$ cat src/rtl/sjcd_pkg.sv
package sjcd_pkg;

    localparam int DUTY_W      = 16;
    localparam int STEP_W      = 12;
    localparam int SERVO_N     = 5;
    localparam int SERVO_IDX_W = $clog2(SERVO_N);
    localparam int APB_ADDR_W  = 5;
    localparam int APB_DATA_W  = 32;

    localparam logic [DUTY_W-1:0] DUTY_UPPER_RST    = 16'd6200;
    localparam logic [DUTY_W-1:0] DUTY_LOWER_RST    = 16'd3100;
    localparam logic [DUTY_W-1:0] GRIP_UPPER_RST    = 16'd6200;
    localparam logic [DUTY_W-1:0] GRIP_LOWER_RST    = 16'd3100;
    localparam logic [STEP_W-1:0] JOG_STEP_RST      = 12'd50;
    localparam logic [DUTY_W-1:0] MIN_CLEARANCE_RST = 16'd5;
    localparam logic [DUTY_W-1:0] DUTY_RST          = 16'd4650;

    typedef enum logic [2:0] {
        REG_DUTY_UPPER    = 3'd0,
        REG_DUTY_LOWER    = 3'd1,
        REG_GRIP_UPPER    = 3'd2,
        REG_GRIP_LOWER    = 3'd3,
        REG_JOG_STEP      = 3'd4,
        REG_MIN_CLEARANCE = 3'd5
    } t_reg_idx;

    localparam logic [SERVO_IDX_W-1:0] SERVO_BASE     = 3'd0;
    localparam logic [SERVO_IDX_W-1:0] SERVO_SHOULDER = 3'd1;
    localparam logic [SERVO_IDX_W-1:0] SERVO_ELBOW    = 3'd2;
    localparam logic [SERVO_IDX_W-1:0] SERVO_WRIST    = 3'd3;
    localparam logic [SERVO_IDX_W-1:0] SERVO_GRIP     = 3'd4;

    localparam logic [7:0] KEY_RESTART     = 8'h69; // i
    localparam logic [7:0] KEY_PAUSE       = 8'h6f; // o
    localparam logic [7:0] KEY_RESUME      = 8'h70; // p
    localparam logic [7:0] KEY_BASE_UP     = 8'h61; // a
    localparam logic [7:0] KEY_BASE_DN     = 8'h64; // d
    localparam logic [7:0] KEY_SHOULDER_UP = 8'h77; // w
    localparam logic [7:0] KEY_SHOULDER_DN = 8'h73; // s
    localparam logic [7:0] KEY_ELBOW_UP    = 8'h72; // r
    localparam logic [7:0] KEY_ELBOW_DN    = 8'h66; // f
    localparam logic [7:0] KEY_WRIST_UP    = 8'h79; // y
    localparam logic [7:0] KEY_WRIST_DN    = 8'h68; // h
    localparam logic [7:0] KEY_GRIP_UP     = 8'h67; // g
    localparam logic [7:0] KEY_GRIP_DN     = 8'h6a; // j

    typedef struct packed {
        logic [7:0]        rx_byte;
        logic              auto_mode_active;
        logic              safe_pose_active;
        logic [DUTY_W-1:0] distance_cm;
    } t_in_item;

    typedef struct packed {
        logic [DUTY_W-1:0] duty_base;
        logic [DUTY_W-1:0] duty_shoulder;
        logic [DUTY_W-1:0] duty_elbow;
        logic [DUTY_W-1:0] duty_wrist;
        logic [DUTY_W-1:0] duty_grip;
        logic              stopwatch_running;
        logic              stopwatch_restart;
    } t_out_item;

    typedef struct packed {
        logic [SERVO_N-1:0][DUTY_W-1:0] duty;
        logic                           run_bit;
    } t_state_row;

    typedef struct packed {
        logic [DUTY_W-1:0] duty_upper;
        logic [DUTY_W-1:0] duty_lower;
        logic [DUTY_W-1:0] grip_upper;
        logic [DUTY_W-1:0] grip_lower;
        logic [STEP_W-1:0] jog_step;
        logic [DUTY_W-1:0] min_clearance;
    } t_limits;

    localparam t_state_row STATE_RST = '{duty: {SERVO_N{DUTY_RST}}, run_bit: 1'b0};

endpackage

$ cat src/rtl/sjcd_jog.sv
module sjcd_jog (
    input  sjcd_pkg::t_state_row i_row,
    input  sjcd_pkg::t_in_item   i_item,
    input  sjcd_pkg::t_limits    i_lim,
    output sjcd_pkg::t_state_row o_row,
    output logic                 o_restart
);
    import sjcd_pkg::*;

    logic                   hit;
    logic                   dir_up;
    logic [SERVO_IDX_W-1:0] idx;
    logic                   locked;
    logic                   clear_ok;
    logic [DUTY_W-1:0]      cur;
    logic [DUTY_W-1:0]      upper;
    logic [DUTY_W-1:0]      lower;
    logic [DUTY_W:0]        up_sum;
    logic [DUTY_W:0]        dn_bound;
    logic [DUTY_W-1:0]      up_val;
    logic [DUTY_W-1:0]      dn_val;
    logic                   run_next;

    assign locked   = i_item.auto_mode_active | i_item.safe_pose_active;
    assign clear_ok = i_item.distance_cm > i_lim.min_clearance;

    always_comb begin
        hit    = 1'b0;
        dir_up = 1'b0;
        idx    = SERVO_BASE;
        unique case (i_item.rx_byte)
            KEY_BASE_UP: begin
                hit = 1'b1; dir_up = 1'b1; idx = SERVO_BASE;
            end
            KEY_BASE_DN: begin
                hit = 1'b1; idx = SERVO_BASE;
            end
            KEY_SHOULDER_UP: begin
                hit = 1'b1; dir_up = 1'b1; idx = SERVO_SHOULDER;
            end
            KEY_SHOULDER_DN: begin
                hit = 1'b1; idx = SERVO_SHOULDER;
            end
            KEY_ELBOW_UP: begin
                hit = clear_ok; dir_up = 1'b1; idx = SERVO_ELBOW;
            end
            KEY_ELBOW_DN: begin
                hit = 1'b1; idx = SERVO_ELBOW;
            end
            KEY_WRIST_UP: begin
                hit = 1'b1; dir_up = 1'b1; idx = SERVO_WRIST;
            end
            KEY_WRIST_DN: begin
                hit = 1'b1; idx = SERVO_WRIST;
            end
            KEY_GRIP_UP: begin
                hit = 1'b1; dir_up = 1'b1; idx = SERVO_GRIP;
            end
            KEY_GRIP_DN: begin
                hit = 1'b1; idx = SERVO_GRIP;
            end
            default: begin
                hit = 1'b0;
            end
        endcase
    end

    always_comb begin
        run_next  = i_row.run_bit;
        o_restart = 1'b0;
        unique case (i_item.rx_byte)
            KEY_RESTART: begin
                run_next  = 1'b0;
                o_restart = 1'b1;
            end
            KEY_PAUSE: begin
                run_next = 1'b0;
            end
            KEY_RESUME: begin
                run_next = 1'b1;
            end
            default: begin
                run_next = i_row.run_bit;
            end
        endcase
    end

    assign cur   = i_row.duty[idx];
    assign upper = (idx == SERVO_GRIP) ? i_lim.grip_upper : i_lim.duty_upper;
    assign lower = (idx == SERVO_GRIP) ? i_lim.grip_lower : i_lim.duty_lower;

    // d - step > lower  <=>  d > lower + step
    assign up_sum   = {1'b0, cur} + {{(DUTY_W+1-STEP_W){1'b0}}, i_lim.jog_step};
    assign dn_bound = {1'b0, lower} + {{(DUTY_W+1-STEP_W){1'b0}}, i_lim.jog_step};
    assign up_val   = (up_sum < {1'b0, upper}) ? up_sum[DUTY_W-1:0] : upper;
    assign dn_val   = ({1'b0, cur} > dn_bound)
                    ? cur - {{(DUTY_W-STEP_W){1'b0}}, i_lim.jog_step} : lower;

    always_comb begin
        o_row         = i_row;
        o_row.run_bit = run_next;
        if (hit && !locked) begin
            o_row.duty[idx] = dir_up ? up_val : dn_val;
        end
    end

endmodule

$ cat src/rtl/servo_jog_command_decoder_top.sv
// Channel | Dir | Handshake                | Payload
// in      | in  | i_in_valid / o_in_ready  | i_in_data  (t_in_item)
// out     | out | o_out_valid / i_out_ready| o_out_data (t_out_item)
// cfg     | in  | psel, penable, pwrite    | paddr, pwdata, prdata, pready
//
// One item per cycle unless output stalls; results pass s1, then output reg.
// State row sits in a one-entry memory; read at accept, written back
// on leaving s1, with forwarding when the next item reads in that cycle.
// Synchronous active-low reset; the state row reads as reset until written.
// A stalled output holds one result; input stalls only when it is full.
module servo_jog_command_decoder_top (
    input  logic                                i_clk,
    input  logic                                i_rst_n,
    input  logic                                i_in_valid,
    output logic                                o_in_ready,
    input  sjcd_pkg::t_in_item                  i_in_data,
    output logic                                o_out_valid,
    input  logic                                i_out_ready,
    output sjcd_pkg::t_out_item                 o_out_data,
    input  logic                                psel,
    input  logic                                penable,
    input  logic                                pwrite,
    input  logic [sjcd_pkg::APB_ADDR_W-1:0]     paddr,
    input  logic [sjcd_pkg::APB_DATA_W-1:0]     pwdata,
    output logic [sjcd_pkg::APB_DATA_W-1:0]     prdata,
    output logic                                pready
);
    import sjcd_pkg::*;

    t_limits    r_lim;
    t_state_row r_state_mem [1];
    logic       r_mem_vld;
    t_state_row r_rd_row;
    logic       r_fwd;
    t_state_row r_fwd_row;
    logic       r_s1_vld;
    t_in_item   r_s1_item;
    logic       r_out_vld;
    t_out_item  r_out_item;

    t_state_row cur_row;
    t_state_row jog_row;
    logic       jog_restart;
    logic       in_fire;
    logic       s1_fire;
    logic       cfg_wr;
    t_reg_idx   reg_idx;

    assign pready  = 1'b1;
    assign cfg_wr  = psel & penable & pwrite;
    assign reg_idx = t_reg_idx'(paddr[APB_ADDR_W-1:2]);

    always_ff @(posedge i_clk) begin
        if (!i_rst_n) begin
            r_lim.duty_upper    <= DUTY_UPPER_RST;
            r_lim.duty_lower    <= DUTY_LOWER_RST;
            r_lim.grip_upper    <= GRIP_UPPER_RST;
            r_lim.grip_lower    <= GRIP_LOWER_RST;
            r_lim.jog_step      <= JOG_STEP_RST;
            r_lim.min_clearance <= MIN_CLEARANCE_RST;
        end else if (cfg_wr) begin
            unique case (reg_idx)
                REG_DUTY_UPPER:    r_lim.duty_upper    <= pwdata[DUTY_W-1:0];
                REG_DUTY_LOWER:    r_lim.duty_lower    <= pwdata[DUTY_W-1:0];
                REG_GRIP_UPPER:    r_lim.grip_upper    <= pwdata[DUTY_W-1:0];
                REG_GRIP_LOWER:    r_lim.grip_lower    <= pwdata[DUTY_W-1:0];
                REG_JOG_STEP:      r_lim.jog_step      <= pwdata[STEP_W-1:0];
                REG_MIN_CLEARANCE: r_lim.min_clearance <= pwdata[DUTY_W-1:0];
                default: begin
                end
            endcase
        end
    end

    always_comb begin
        prdata = '0;
        unique case (reg_idx)
            REG_DUTY_UPPER:    prdata = APB_DATA_W'(r_lim.duty_upper);
            REG_DUTY_LOWER:    prdata = APB_DATA_W'(r_lim.duty_lower);
            REG_GRIP_UPPER:    prdata = APB_DATA_W'(r_lim.grip_upper);
            REG_GRIP_LOWER:    prdata = APB_DATA_W'(r_lim.grip_lower);
            REG_JOG_STEP:      prdata = APB_DATA_W'(r_lim.jog_step);
            REG_MIN_CLEARANCE: prdata = APB_DATA_W'(r_lim.min_clearance);
            default:           prdata = '0;
        endcase
    end

    assign s1_fire    = r_s1_vld & (~r_out_vld | i_out_ready);
    assign o_in_ready = ~r_s1_vld | s1_fire;
    assign in_fire    = i_in_valid & o_in_ready;

    // state memory: write-back port
    always_ff @(posedge i_clk) begin
        if (s1_fire) begin
            r_state_mem[0] <= jog_row;
        end
    end

    // state memory: registered read port
    always_ff @(posedge i_clk) begin
        if (in_fire) begin
            r_rd_row  <= r_mem_vld ? r_state_mem[0] : STATE_RST;
            r_fwd_row <= jog_row;
            r_s1_item <= i_in_data;
        end
    end

    always_ff @(posedge i_clk) begin
        if (!i_rst_n) begin
            r_mem_vld <= 1'b0;
            r_fwd     <= 1'b0;
            r_s1_vld  <= 1'b0;
            r_out_vld <= 1'b0;
        end else begin
            if (s1_fire) begin
                r_mem_vld <= 1'b1;
            end
            if (in_fire) begin
                r_fwd <= s1_fire;
            end
            if (in_fire) begin
                r_s1_vld <= 1'b1;
            end else if (s1_fire) begin
                r_s1_vld <= 1'b0;
            end
            if (s1_fire) begin
                r_out_vld <= 1'b1;
            end else if (i_out_ready) begin
                r_out_vld <= 1'b0;
            end
        end
    end

    assign cur_row = r_fwd ? r_fwd_row : r_rd_row;

    sjcd_jog u_jog (
        .i_row     (cur_row),
        .i_item    (r_s1_item),
        .i_lim     (r_lim),
        .o_row     (jog_row),
        .o_restart (jog_restart)
    );

    always_ff @(posedge i_clk) begin
        if (s1_fire) begin
            r_out_item.duty_base         <= jog_row.duty[SERVO_BASE];
            r_out_item.duty_shoulder     <= jog_row.duty[SERVO_SHOULDER];
            r_out_item.duty_elbow        <= jog_row.duty[SERVO_ELBOW];
            r_out_item.duty_wrist        <= jog_row.duty[SERVO_WRIST];
            r_out_item.duty_grip         <= jog_row.duty[SERVO_GRIP];
            r_out_item.stopwatch_running <= jog_row.run_bit;
            r_out_item.stopwatch_restart <= jog_restart;
        end
    end

    assign o_out_valid = r_out_vld;
    assign o_out_data  = r_out_item;

endmodule

$ cat config.mk
export PLATFORM = sky130hd
export DESIGN_NAME = servo_jog_command_decoder_top
export DESIGN_NICKNAME = d
export VERILOG_FILES = /design/src/rtl/sjcd_pkg.sv /design/src/rtl/sjcd_jog.sv /design/src/rtl/servo_jog_command_decoder_top.sv
export SDC_FILE = /design/constraint.sdc
export NUM_CORES = 1
export LEC_CHECK = 0
export BUFFER_PORTS_ARGS = -buffer_cell sky130_fd_sc_hd__buf_2
export CAP_MARGIN = 25
export CORE_UTILIZATION = 53
export DETAILED_ROUTE_END_ITERATION = 8
export GPL_TIMING_DRIVEN = 0
export PLACE_DENSITY = 0.8
export SYNTH_ARGS = -nofsm -noshare
export SYNTH_HDL_FRONTEND = slang
export SYNTH_SLANG_ARGS = --single-unit
$ cat constraint.sdc
create_clock -name i_clk -period 7.4 [get_ports i_clk]
set_input_delay 0.74 -clock i_clk [delete_from_list [all_inputs] [get_ports i_clk]]
set_output_delay 0.74 -clock i_clk [all_outputs]
set_load 0.005 [all_outputs]
# Word level (Yosys, flattened, before mapping)
# Memories as Yosys holds them, arrays and structs flattened. A register that Yosys moved wholly into a read port is not among the register bits.
# Index checks and enable logic that the tools add are counted.
dict set report word_totals {
  regBits 285
  latch_bits 0
  ram_bits 81
  rom_bits 0
  in_bits 70
  output_inout_bits 117
  word_cells 108
  n_memories 1
}
# name words word_bits read_ports rd_ports_with_merged_regs write_ports line
set memory_table {}
lappend memory_table {r_state_mem 1 81 1 1 1 servo_jog_command_decoder_top.sv:31} ;# t_state_row r_state_mem [1];
dict set report classes {
  n_addsub 3
  multipliers 0
  div_mod_pow 0
  n_lt_le_gt_ge 5
  eq_ne 19
  shift 0
  muxes 24
  bitwise 9
  reduce_logical 20
}
# operator n
set op_table {}
lappend op_table {{16-bit 2-to-1 mux} 7}
lappend op_table {{8-bit by 7-bit == test with 1-bit output (second input constant)} 13}
lappend op_table {{16-bit case mux with 6 select lines} 1}
lappend op_table {{81-bit 2-to-1 mux} 1}
lappend op_table {{80-bit bitwise mux} 1}
lappend op_table {{80-bit 2-to-1 mux} 1}
lappend op_table {{16-bit binary-select mux with 3-bit select} 1}
lappend op_table {{16-bit demux with 3-bit select} 1}
lappend op_table {{16-bit by 12-bit adder with 17-bit output} 2}
lappend op_table {{16-bit by 17-bit > comparator with 1-bit output} 1}
lappend op_table {{17-bit by 16-bit less-than comparator with 1-bit output} 1}
lappend op_table {{16-bit > comparator} 1}
lappend op_table {{16-bit by 12-bit subtractor with 16-bit output} 1}
lappend op_table {{3-bit case mux with 4 select lines} 1}
lappend op_table {{2-bit AND reduction} 6}
lappend op_table {{2-bit OR reduction} 5}
lappend op_table {{3-bit == test (second input constant)} 3}
lappend op_table {{9-bit OR reduction} 1}
lappend op_table {{1-bit 2-to-1 mux} 8}
lappend op_table {{3-bit by 2-bit == test with 1-bit output (second input constant)} 2}
lappend op_table {{5-bit OR reduction} 1}
lappend op_table {{1-bit AND} 4}
lappend op_table {{3-bit by 4-bit less-than comparator with 1-bit output (second input constant)} 1}
lappend op_table {{1-bit case mux with 2 select lines} 2}
lappend op_table {{other kinds (8)} 14}

# Depth between registers and ports, before layout
# Gate-level depths: netlist of the first run.
dict set report depth {
  word_depth 11
  depth_mapped 27
}

# By module
# From an unflattened synthesis of the first run, not the netlist that was laid out.
dict set report hier_totals {
  hier_cells 1852
  hier_area_um2 20046.7
}
# module instances cells_per_inst area_each_um2 seq_area_each_um2
set modules_own_cells {}
lappend modules_own_cells {servo_jog_command_decoder_top 1 936 14244.9 10029.6}
lappend modules_own_cells {sjcd_jog 1 916 5801.8 0.0}

# Worst setup path before layout of the first run
# OpenSTA, ideal clock, no wires.
dict set report synth_timing {
  path_kind {reg2reg}
  startpoint {register r_fwd}
  endpoint {register r_out_item, in the netlist o_out_data[16] (data pin)}
  t_arrival_ns 5.989
  slack_ns 1.127
  path_stages_with_launch 25
  path_buffers 6
  period_less_slack_ns 6.273
  cell_sequence {dfxtp_1 > buf_2 > buf_2 > buf_2 > buf_1 > buf_2 > mux2_2 > nand2_1 > a221oi_1 > ha_1 > clkbuf_1 > or2_2 > nor4_1 > o211ai_1 > a31oi_1 > o2111ai_1 > xnor2_1 > ha_1 > or3_1 > a221oi_1 > o211ai_1 > o31ai_2 > a21oi_1 > o41ai_2 > mux2i_1}
}
# item line
set synth_rtl {}
lappend synth_rtl {{start: declaration} servo_jog_command_decoder_top.sv:34} ;# logic r_fwd;
lappend synth_rtl {{start signal: assignment} servo_jog_command_decoder_top.sv:119} ;# r_fwd <= s1_fire;
lappend synth_rtl {{end: declaration} servo_jog_command_decoder_top.sv:39} ;# t_out_item r_out_item;

==> results of run 1 <==
[sequential cells by signal, indices dropped and copies added (netlist names)]
name         cells
r_lim           92
r_fwd_row       81
r_rd_row        81
o_out_data      77
r_s1_item       26
r_state_mem      5
o_out_valid      1
r_fwd            1
r_mem_vld        1
r_s1_vld         1
[repair_timing]
| action | CTS | global route |
|---|---|---|
| setup buffers | 2 | 5 |
| pin swaps | 1 | 3 |
| hold endpoints to repair | 0 | 0 |
| endpoints found under the setup margin | 160 | 160 |
| gates resized for setup | 36 | 11 |
[cells by family after synthesis]
family | Yosys count | synth area share
AOI/OAI and AO/OA | 404 | 0.149
xor gates and xnor gates | 35 | 0.0153
adders and majority gates | 87 | 0.0555
buffers and inverters | 181 | 0.0394
DFF | 366 | 0.501
muxes | 187 | 0.100
other | 2 | 0.000375
and+or+nand+nor | 579 | 0.139
[power by group through the flow]
stage               combinational, mW  clock (mW)  sequential (mW)
floorplan                       0.389           0             2.38
global placement                0.598           0             2.39
detailed placement              0.623           0             2.38
CTS                             0.643        1.89             2.34
global route                    0.714        1.96             2.34
finish                          0.673        1.88             2.34
[through the flow]
| step | setup TNS (ps) | cell area, µm² | instances |
|---|---|---|---|
| 3_5_place_dp | -147450 | 21600 | 2522 |
| 6_report | 0 | 23100 | 2591 |
| 4_1_cts | 0 | 23000 | 2588 |
| 5_1_grt | -1150 | 23100 | 2591 |
| 3_3_place_gp | -145460 | 21500 | 2510 |
| 2_1_floorplan | 0 | 20100 | 1856 |
[placed cells by master (no fill, tap or decap), drive strengths merged, types with 7 or more instances in the layout]
master  Yosys  routed
and2       65      65
mux2i     127     127
o21ai      33      33
buf        49     218
nand2b     37      37
a21o       17      17
a221o      11      11
clkbuf     65     113
nor2       88      88
conb        2      17
o21a       15      15
a31oi      39      39
o311ai      7       7
or2         8       8
mux2       55      55
clkinv      0      11
a21boi     70      70
nor4       11      11
o211ai     16      16
a21oi      60      60
a221oi     10      10
nor3       27      27
inv        67      68
nor2b      17      17
nand4      14      14
a211oi     28      28
or3        10      10
nand3      36      36
o22ai      12      12
dfxtp      96      96
and3        7       7
xor2       17      17
xnor2      18      18
nand2     241     241
o31ai      10      10
o21bai     10      10
edfxtp    270     270
ha         84      84
a22o       12      12
[area by class of cell]
type | count | area [µm²] | area share
timing repair buffer | 169 | 971 | 0.0421
buffer | 112 | 558 | 0.0242
clock buffer | 50 | 1070 | 0.0464
multi-input combinational | 1309 | 9440 | 0.409
inverter | 67 | 259 | 0.0112
tap | 504 | 631 | 0.0273
sequential | 366 | 10000 | 0.435
clock inverter | 14 | 116 | 0.00504
[worst max path at each step]
| stage | from | endpoint | slack, ps | cells past startpoint |
|---|---|---|---|---|
| after floorplan | r_fwd | o_out_data[16] | 1130 | 24 |
| after global placement | r_fwd | o_out_data[37] | -1020 | 23 |
| after detailed placement | r_fwd | r_fwd_row[59] | -1150 | 24 |
| after CTS | r_fwd | r_fwd_row[6] | 3 | 25 |
| after global routing | r_s1_item[18] | o_out_data[7] | -60 | 24 |
| final | r_s1_item[18] | r_fwd_row[6] | 150 | 24 |
[layer usage]
metal  up-vias  share of wire  global-route usage
met2      1036           0.45               0.520
met5         -              0                   0
li1       7215              -                   -
met1      7937           0.41               0.462
met4         0          0.041               0.146
met3       169           0.10              0.0631
==> flow_metrics.tcl, run 1 <==
set metrics [dict create \
    status "complete, no violations" \
    setup_viol_count_final 0 \
    core.rowCount 70 \
    timing.reg2reg.worst_path_depth 24 \
    clockPowerShare 0.384 \
    worst_skew_pair.late_latency_ps 570 \
    power.net_switching_mw 1.27 \
    netlist_top_cells_area "edfxtp_1 40%, dfxtp_1 9.6%, mux2i_1 6.3%" \
    drive_gt1_frac 0.184 \
    synth_sequential_area_ratio 0.501 \
    numCtsBuffers 39 \
    layout.core_utilization 0.626 \
    design.portCount 187 \
    post_synth_edffs 270 \
    h-tree-depth 2 \
    timing.critical_path.fanout_max 10 \
    final_hold_slack_ps 352 \
    reg2reg_from "r_s1_item[18]" \
    comb_power_share 0.138 \
    drv.max_cap_violation_count 0 \
    ys_ff_latch 366 \
    grt_usage 0.336 \
    grt_antenna_before_repair 0 \
    grt_max_degree 102 \
    cts_tree "done" \
    wirelength_um 65100 \
    fillers 2941 \
    routed_wire_length_per_instance_um 25.1 \
    ys_top_cells_by_count "270 x edfxtp_1, 241 x nand2_1, 127 x mux2i_1" \
    total_power_mw 4.89 \
    power.ir.vdd_worst_mv 0.181 \
    die_y_um 196 \
    slew_headroom 0.239 \
    netlist_instances 1841 \
    cts_sinks 366 \
    setup.worst_path.class "register to register" \
    f_max_mhz 138 \
    core-area_mm2 0.0369 \
    synthesis.yosys.warnings 0 \
    clockBufferDepth 3 \
    dp_hpwl_um 48400 \
    delay_of_the_slowest_cell_on_the_worst_path_ps 560 \
    netlist.area_leader.share 0.405 \
    dp_worst_setup_slack_ps -1150 \
    finalMaxSlewViolations 0 \
    first_iteration_detailed_routing_drc_count 1841 \
    min_path_type "input port to register" \
    finalWorstPathRequiredPeriod_ps 7250 \
    layout_worst_path_cycle_share 0.979 \
    holdBufCountCts 0 \
    synth_area_per_cell_um2 10.9 \
    grt_pass1_vias 15500 \
    final.setup_skew_ps 25.9 \
    fp.dieArea_mm2 0.0386 \
    sequentialPowerShare 0.478 \
    routabilityCongestion 1.02 \
    num-nets-final 2221 \
    crit_slowest_cell "or4_1" \
    cts.reportedPaths.clkPinSlew_ps 60 \
    required_ps 7680 \
    switching_share 0.259 \
    ant_nets 0 \
    die_width_um 196 \
    worstReg2RegEnd "r_fwd_row[6]" \
    synth_area_leader_cell "edfxtp_1" \
    clk_root_buffer_cell "clkbuf_16" \
    critPathCaptureType "register" \
    drtPass1Iterations 6 \
    cellInternalPower_mw 3.63 \
    post_synth_num_cell_types 89 \
    flow.area_growth_from_synthesis_pct 15.2 \
    r2r_slack_ps 150 \
    dr_total_vias 16400 \
    grt_pass1_wl_um 96600 \
    cpLargestDelayFamily "compound AO/OA/AOI/OAI gates" \
    drcViolationCount 0 \
    globalRouteOverflowTotal 0 \
    start_util 0.543 \
    tightestPinTransition_ps 1130 \
    synth.cell_area_mm2 0.0200 \
    synthArstFlopShare 0 \
    ys.flop_type "edfxtp_1" \
    dominant_cell_by_count_in_the_synthesized_netlist "edfxtp_1" \
    final-hold-violation-count 0 \
    worst_hold_startpoint "i_in_data[7]" \
    routed_via_density 6.31 \
    arrival_time_of_the_worst_setup_path_ps 7520 \
    numPortBuffers 150 \
    worst_setup_sp_type "register" \
    timing.final.ws_setup_ps 153 \
    static-leakage-power_nw 8.47 \
    worstHoldPathCells 1 \
    whs_endpoint "r_s1_item[7]" \
    critical_path_buf_inv_count 4 \
    antennaDiodeCount 0 \
    critical_path.cell_chain "buf_2 > nand3b_1 > o2111a_1 > o21ai_2 > clkbuf_2 > a221o_1 > a21oi_1 > ha_1 > or4_1 > a211oi_2 > nor3_2 > a311oi_2 > nor2_1 > xor2_1 > ha_1 > or3_1 > a221oi_2 > o211ai_1 > o31a_2 > buf_4 > a2111o_1 > o311ai_1 > buf_2 > mux2i_1" \
    power-per-cell-area_mw_per_mm2 212 \
]
Note: power is estimated with default switching activity, not from simulation.
==> run 2, diff against run 1 <==
--- a/config.mk
+++ b/config.mk
@@ -8,6 +8,7 @@
 export BUFFER_PORTS_ARGS = -buffer_cell sky130_fd_sc_hd__buf_2
 export CAP_MARGIN = 25
 export CORE_UTILIZATION = 53
+export CTS_BUF_LIST = sky130_fd_sc_hd__clkbuf_4 sky130_fd_sc_hd__clkbuf_8
 export DETAILED_ROUTE_END_ITERATION = 8
 export GPL_TIMING_DRIVEN = 0
 export PLACE_DENSITY = 0.8
==> flow_metrics.tcl, run 2 (same netlist as run 1, synthesis figures left out) <==
set metrics [dict create \
    grt_max_degree 102 \
    cts_tree "done" \
    antennaDiodeCount 0 \
    wirelength_um 65400 \
    min_path_type "input port to register" \
    flow.area_growth_from_synthesis_pct 15.6 \
    crit_slowest_cell "or3b_4" \
    power-per-cell-area_mw_per_mm2 210 \
    design.portCount 187 \
    final.setup_skew_ps 19.9 \
    required_ps 7800 \
    cts.reportedPaths.clkPinSlew_ps 60 \
    worst_setup_sp_type "register" \
    clockPowerShare 0.381 \
    layout_worst_path_cycle_share 0.969 \
    power.net_switching_mw 1.32 \
    drive_gt1_frac 0.204 \
    status "complete, no violations" \
    dp_worst_setup_slack_ps -1150 \
    routabilityCongestion 1.02 \
    start_util 0.543 \
    globalRouteOverflowTotal 0 \
    h-tree-depth 2 \
    setup.worst_path.class "register to register" \
    mostFrequentLayoutCell "edfxtp_1" \
    largestRegisters "r_lim: 92 flops, r_fwd_row: 81 flops, r_rd_row: 81 flops" \
    static-leakage-power_nw 8.54 \
    cts_sinks 366 \
    clockBufferDepth 3 \
    r2r_slack_ps 230 \
    final-hold-violation-count 0 \
    comb_power_share 0.138 \
    finalWorstPathRequiredPeriod_ps 7170 \
    fp.dieArea_mm2 0.0386 \
    grt_pass1_vias 15800 \
    dp_hpwl_um 48400 \
    largest_reg_flops 92 \
    f_max_mhz 139 \
    drv.max_cap_violation_count 0 \
    cpLargestDelayFamily "compound AO/OA/AOI/OAI gates" \
    timing.final.ws_setup_ps 227 \
    clk_root_buffer_cell "clkbuf_8" \
    num-nets-final 2241 \
    arrival_time_of_the_worst_setup_path_ps 7570 \
    sequentialPowerShare 0.482 \
    critPathCaptureType "register" \
    tightestPinTransition_ps 1140 \
    switching_share 0.271 \
    routed_via_density 6.26 \
    die_width_um 196 \
    first_iteration_detailed_routing_drc_count 1941 \
    numCtsBuffers 59 \
    worst_skew_pair.late_latency_ps 670 \
    critical_path_buf_inv_count 4 \
    top_register "r_lim" \
    finalMaxSlewViolations 0 \
    slew_headroom 0.236 \
    die_y_um 196 \
    delay_of_the_slowest_cell_on_the_worst_path_ps 470 \
    drtPass1Iterations 6 \
    dr_total_vias 16500 \
    core.rowCount 70 \
    holdBufCountCts 0 \
    ant_nets 0 \
    setup_viol_count_final 0 \
    layout.cells.most_common_list "270 x edfxtp_1, 241 x nand2_1, 168 x buf_2" \
    cellInternalPower_mw 3.54 \
    grt_pass1_wl_um 97100 \
    core-area_mm2 0.0369 \
    timing.critical_path.fanout_max 10 \
    power.ir.vdd_worst_mv 0.162 \
    grt_usage 0.337 \
    grt_antenna_before_repair 2 \
    numPortBuffers 150 \
    routed_wire_length_per_instance_um 24.8 \
    drcViolationCount 0 \
    layout.core_utilization 0.628 \
]
## run 2: cell count changes in the layout (fill, tap and decap cells not counted), sizes merged
cell | previous run | this run
clkinv | 11 | 22
inv | 68 | 67
clkbuf | 113 | 147
clkinvlp | 0 | 2
## run 2: what timing repair did
item	in CTS	in global routing
buffers inserted	2	6
pin swaps	1	2
endpoints found under the hold margin	0	0
setup endpoints to repair	160	160
resized for setup	37	14
## run 2: per-stage QoR
step	instance area, µm²	hold slack [ps]	total power, mW	TNS, ps	std cells
3_3_place_gp	21500	451	2.99	-145460	2510
2_1_floorplan	20100	443	2.77	0	1856
5_1_grt	23100	226	4.99	-1.15	2637
4_1_cts	23100	226	4.83	0	2634
6_report	23100	243	4.86	0	2637
3_5_place_dp	21600	458	3.00	-147450	2522
## run 2: power by group through the flow
stage | logic (mW) | registers, mW | clock network [mW]
after floorplan | 0.389 | 2.38 | 0
after detailed placement | 0.623 | 2.38 | 0
after global routing | 0.709 | 2.34 | 1.94
after CTS | 0.643 | 2.34 | 1.85
final | 0.668 | 2.34 | 1.85
after global placement | 0.598 | 2.39 | 0
## run 2: final timing paths
path	startpoint	endpoint	cells past startpoint
worst max-delay path	r_s1_item[20]	o_out_data[71]	25
worst min-delay path	i_in_data[8]	r_s1_item[8]	1
worst max register to register	r_s1_item[20]	o_out_data[71]	25
worst min register to register	r_lim[5]	r_lim[5]	2
## run 2: area by class of cell
type | instances | area, µm²
plain buffers | 111 | 561
clock buffers | 84 | 1070
clock inverters | 26 | 176
fillers | 2920 | 13700
inverters | 67 | 259
multi-input cells | 1309 | 9460
flip-flops and latches | 366 | 10000
well taps | 504 | 631
repair buffers | 170 | 966
## run 2: layer usage
layer / wire, µm / global-route usage / vias up
li1: - / - / 7274
met4: 2750 / 0.150 / 2
met2: 29400 / 0.514 / 1056
met1: 26000 / 0.461 / 7998
met5: 7 / 0 / -
met3: 7300 / 0.0756 / 190
## run 2: worst register-to-register path: stages (launching register included)
cell	delay [ps]
edfxtp_1	450
or3b_4	470
a211o_1	330
buf_6	170
clkbuf_2	310
mux2_2	430
ha_1	290
a21o_1	160
a21oi_1	230
o21bai_1	120
a211oi_1	340
o311ai_0	300
a31oi_2	250
nor2_1	80
xor2_1	200
ha_1	340
and4_1	210
nand4_1	220
a31o_2	300
and4_1	180
buf_1	180
a2111oi_0	420
o21ai_0	260
o311ai_1	220
buf_2	280
mux2i_1	130
==> run 3, diff against run 2 <==
--- a/config.mk
+++ b/config.mk
@@ -5,13 +5,14 @@
 export SDC_FILE = /design/constraint.sdc
 export NUM_CORES = 1
 export LEC_CHECK = 0
+export ABC_AREA = 1
 export BUFFER_PORTS_ARGS = -buffer_cell sky130_fd_sc_hd__buf_2
 export CAP_MARGIN = 25
 export CORE_UTILIZATION = 53
 export CTS_BUF_LIST = sky130_fd_sc_hd__clkbuf_4 sky130_fd_sc_hd__clkbuf_8
 export DETAILED_ROUTE_END_ITERATION = 8
 export GPL_TIMING_DRIVEN = 0
-export PLACE_DENSITY = 0.8
+export PLACE_DENSITY = 0.83
 export SYNTH_ARGS = -nofsm -noshare
 export SYNTH_HDL_FRONTEND = slang
 export SYNTH_SLANG_ARGS = --single-unit
==> constraint.sdc (replaced) <==
create_clock -name i_clk -period 6.2 [get_ports i_clk]
set_input_delay 0.62 -clock i_clk [delete_from_list [all_inputs] [get_ports i_clk]]
set_output_delay 0.62 -clock i_clk [all_outputs]
set_load 0.005 [all_outputs]
==> flow_metrics.tcl, run 3 <==
set metrics [dict create \
    timing.critical_path.fanout_max 10 \
    flow.area_growth_from_synthesis_pct 15.3 \
    post_synth_edffs 270 \
    grt_max_degree 134 \
    required_ps 6560 \
    slew_headroom 0.270 \
    fp.dieArea_mm2 0.0382 \
    setup_viol_count_final 0 \
    dr.max_layer_used "met5" \
    design.portCount 187 \
    final_hold_slack_ps 157 \
    largestRegisters "r_lim: 92 flops, r_fwd_row: 81 flops, r_rd_row: 81 flops" \
    min_path_type "input port to register" \
    synth_sequential_area_ratio 0.506 \
    cts.reportedPaths.clkPinSlew_ps 60 \
    reg2reg_from "r_s1_item[18]" \
    final.setup_skew_ps 18.4 \
    worst_setup_sp_type "register" \
    crit_slowest_cell "edfxtp_1" \
    dominant_cell_by_count_in_the_synthesized_netlist "nand2_1" \
    synthArstFlopShare 0 \
    placement.cell_area_mm2 0.0214 \
    num-nets-final 2629 \
    clockBufferDepth 3 \
    routed_via_density 5.76 \
    drtPass1Iterations 6 \
    status "complete, no violations" \
    ys_ff_latch 366 \
    crit_path_start "r_s1_item[18]" \
    total_power_mw 5.93 \
    ff_latch_area_mm2 0.0100 \
    finalMaxSlewViolations 0 \
    synth_area_leader_cell "edfxtp_1" \
    ant_nets 0 \
    yosys.area_share.adder 0.0560 \
    setup.worst_path.class "register to register" \
    met1_length_um 23200 \
    top_register "r_lim" \
    post_synth_num_cell_types 61 \
    layout.cells.most_common_list "629 x nand2_1, 270 x edfxtp_1, 230 x inv_1" \
    netlist_top_cells_area "edfxtp_1 41%, nand2_1 12%, dfxtp_1 9.7%" \
    tightestPinTransition_ps 1100 \
    power.ir.vdd_worst_mv 0.165 \
    critPathMostFrequentCell "nand2_1" \
    grt_pass1_vias 16700 \
    wirelength_um 62600 \
    drv.max_cap_violation_count 0 \
    antennaDiodeCount 0 \
    dp_hpwl_um 46900 \
    ys.flop_type "edfxtp_1" \
    synth.cell_area_mm2 0.0198 \
    grt_pass1_wl_um 94400 \
    critPathCapture "o_out_data[12]" \
    drcViolationCount 0 \
    delay_of_the_slowest_cell_on_the_worst_path_ps 400 \
    h-tree-depth 3 \
    r2r_slack_ps 320 \
    synth_simple_gate_area_share 0.241 \
    netlist_instances 2227 \
    synthesis.yosys.warnings 0 \
    largest_reg_flops 92 \
    layout.core_utilization 0.623 \
    core.rowCount 70 \
    mostFrequentLayoutCell "nand2_1" \
    cts_tree "done" \
    first_iteration_detailed_routing_drc_count 2171 \
    final_area_mm2 0.0229 \
    grt_antenna_before_repair 1 \
    dr_total_vias 17200 \
    synth_area_per_cell_um2 8.90 \
    routabilityCongestion 0.970 \
    die_y_um 195 \
    routed_wire_length_per_instance_um 21.0 \
    fillers 3010 \
    detailroute.wirelength.met2_um 30500 \
    numCtsBuffers 66 \
    largest_family_of_logic_cells_by_synthesized_area "simple AND/OR/NAND/NOR gates" \
    cts_sinks 366 \
    worstHoldPathCells 1 \
    worst_skew_pair.late_latency_ps 640 \
    timing.reg2reg.worst_path_depth 34 \
    critPathCaptureType "register" \
    netlist.area_leader.share 0.409 \
    clk_root_buffer_cell "clkbuf_8" \
    start_util 0.540 \
    core-area_mm2 0.0367 \
    grt_usage 0.328 \
    post_synth_xor_area_fraction 0.0146 \
    static-leakage-power_nw 10.2 \
    synth_compound_gate_area_share 0.0949 \
    worstReg2RegEnd "o_out_data[12]" \
    post_synth_mux_area_share 0.0141 \
    arrival_time_of_the_worst_setup_path_ps 6230 \
    globalRouteOverflowTotal 0 \
    drive_gt1_frac 0.184 \
    finalWorstPathRequiredPeriod_ps 5880 \
    power-per-cell-area_mw_per_mm2 260 \
    final-hold-violation-count 0 \
    f_max_mhz 170 \
    die_width_um 195 \
    numPortBuffers 151 \
    multiInputGateArea_mm2 0.00856 \
    layout_worst_path_cycle_share 0.948 \
    ys_top_cells_by_count "631 x nand2_1, 270 x edfxtp_1, 232 x inv_1" \
    met3_length_um 6210 \
]
==> run 3: kinds of logic after synthesis <==
group | count (synthesis)
adders and majority gates | 87
other | 2
buffers and inverters | 348
and+or+nand+nor | 1033
AOI/OAI and AO/OA | 330
xor gates and xnor gates | 33
DFF | 366
muxes | 28
==> run 3: stage by stage <==
step                cells  setup WS (ps)  TNS [ps]
CTS                  2985           43.5         0
global placement     2861          -1750   -359110
finish               2986            323         0
floorplan            2242            818         0
global route         2986          -16.4     -29.7
detailed placement   2870          -1140   -161630
==> run 3: repair_timing <==
action                                  CTS  global route
gates resized for setup                  25            35
endpoints found under the setup margin  160           160
buffers inserted                          2             2
hold buffers                              0             0
pin swaps                                 2             1
==> run 3: worst min path at each step <==
stage / startpoint / to / slack, ps
global route: i_in_data[22] / r_s1_item[22] / 120
CTS: i_in_data[22] / r_s1_item[22] / 120
floorplan: r_lim[34] / r_lim[34] / 440
global placement: r_lim[34] / r_lim[34] / 460
finish: i_in_data[22] / r_s1_item[22] / 160
detailed placement: r_lim[34] / r_lim[34] / 460
==> run 3: critical path, delay by kind of cell (launching register included) <==
kind                       cells  cell delay [ps]
AOI/OAI and AO/OA              7             1340
xor gates and xnor gates       1              220
adders and majority gates      2              530
buffers and inverters          7             1320
DFF                            1              400
and+or+nand+nor               17             1790
==> run 3: area by class of cell <==
cell class | count | share of cell area
tap | 468 | 0.0256
buffer | 100 | 0.0250
clock buffer | 93 | 0.0497
clock inverter | 21 | 0.00690
timing repair buffer | 164 | 0.0386
multi-input combinational | 1528 | 0.374
sequential | 366 | 0.439
inverter | 246 | 0.0411
==> run 3: metal layers <==
metal,GRT usage,up-vias
met5,0,-
met4,0.147,2
met3,0.0642,219
met2,0.565,1110
met1,0.397,7940
li1,-,7917
==> run 3: report_power, final <==
part	leakage [nW]	switching (mW)	internal (mW)	total, mW
sequential	3.31	0.0450	2.76	2.81
clock	0.686	1.06	1.24	2.30
combinational	6.23	0.568	0.262	0.829
total	10.2	1.68	4.26	5.93
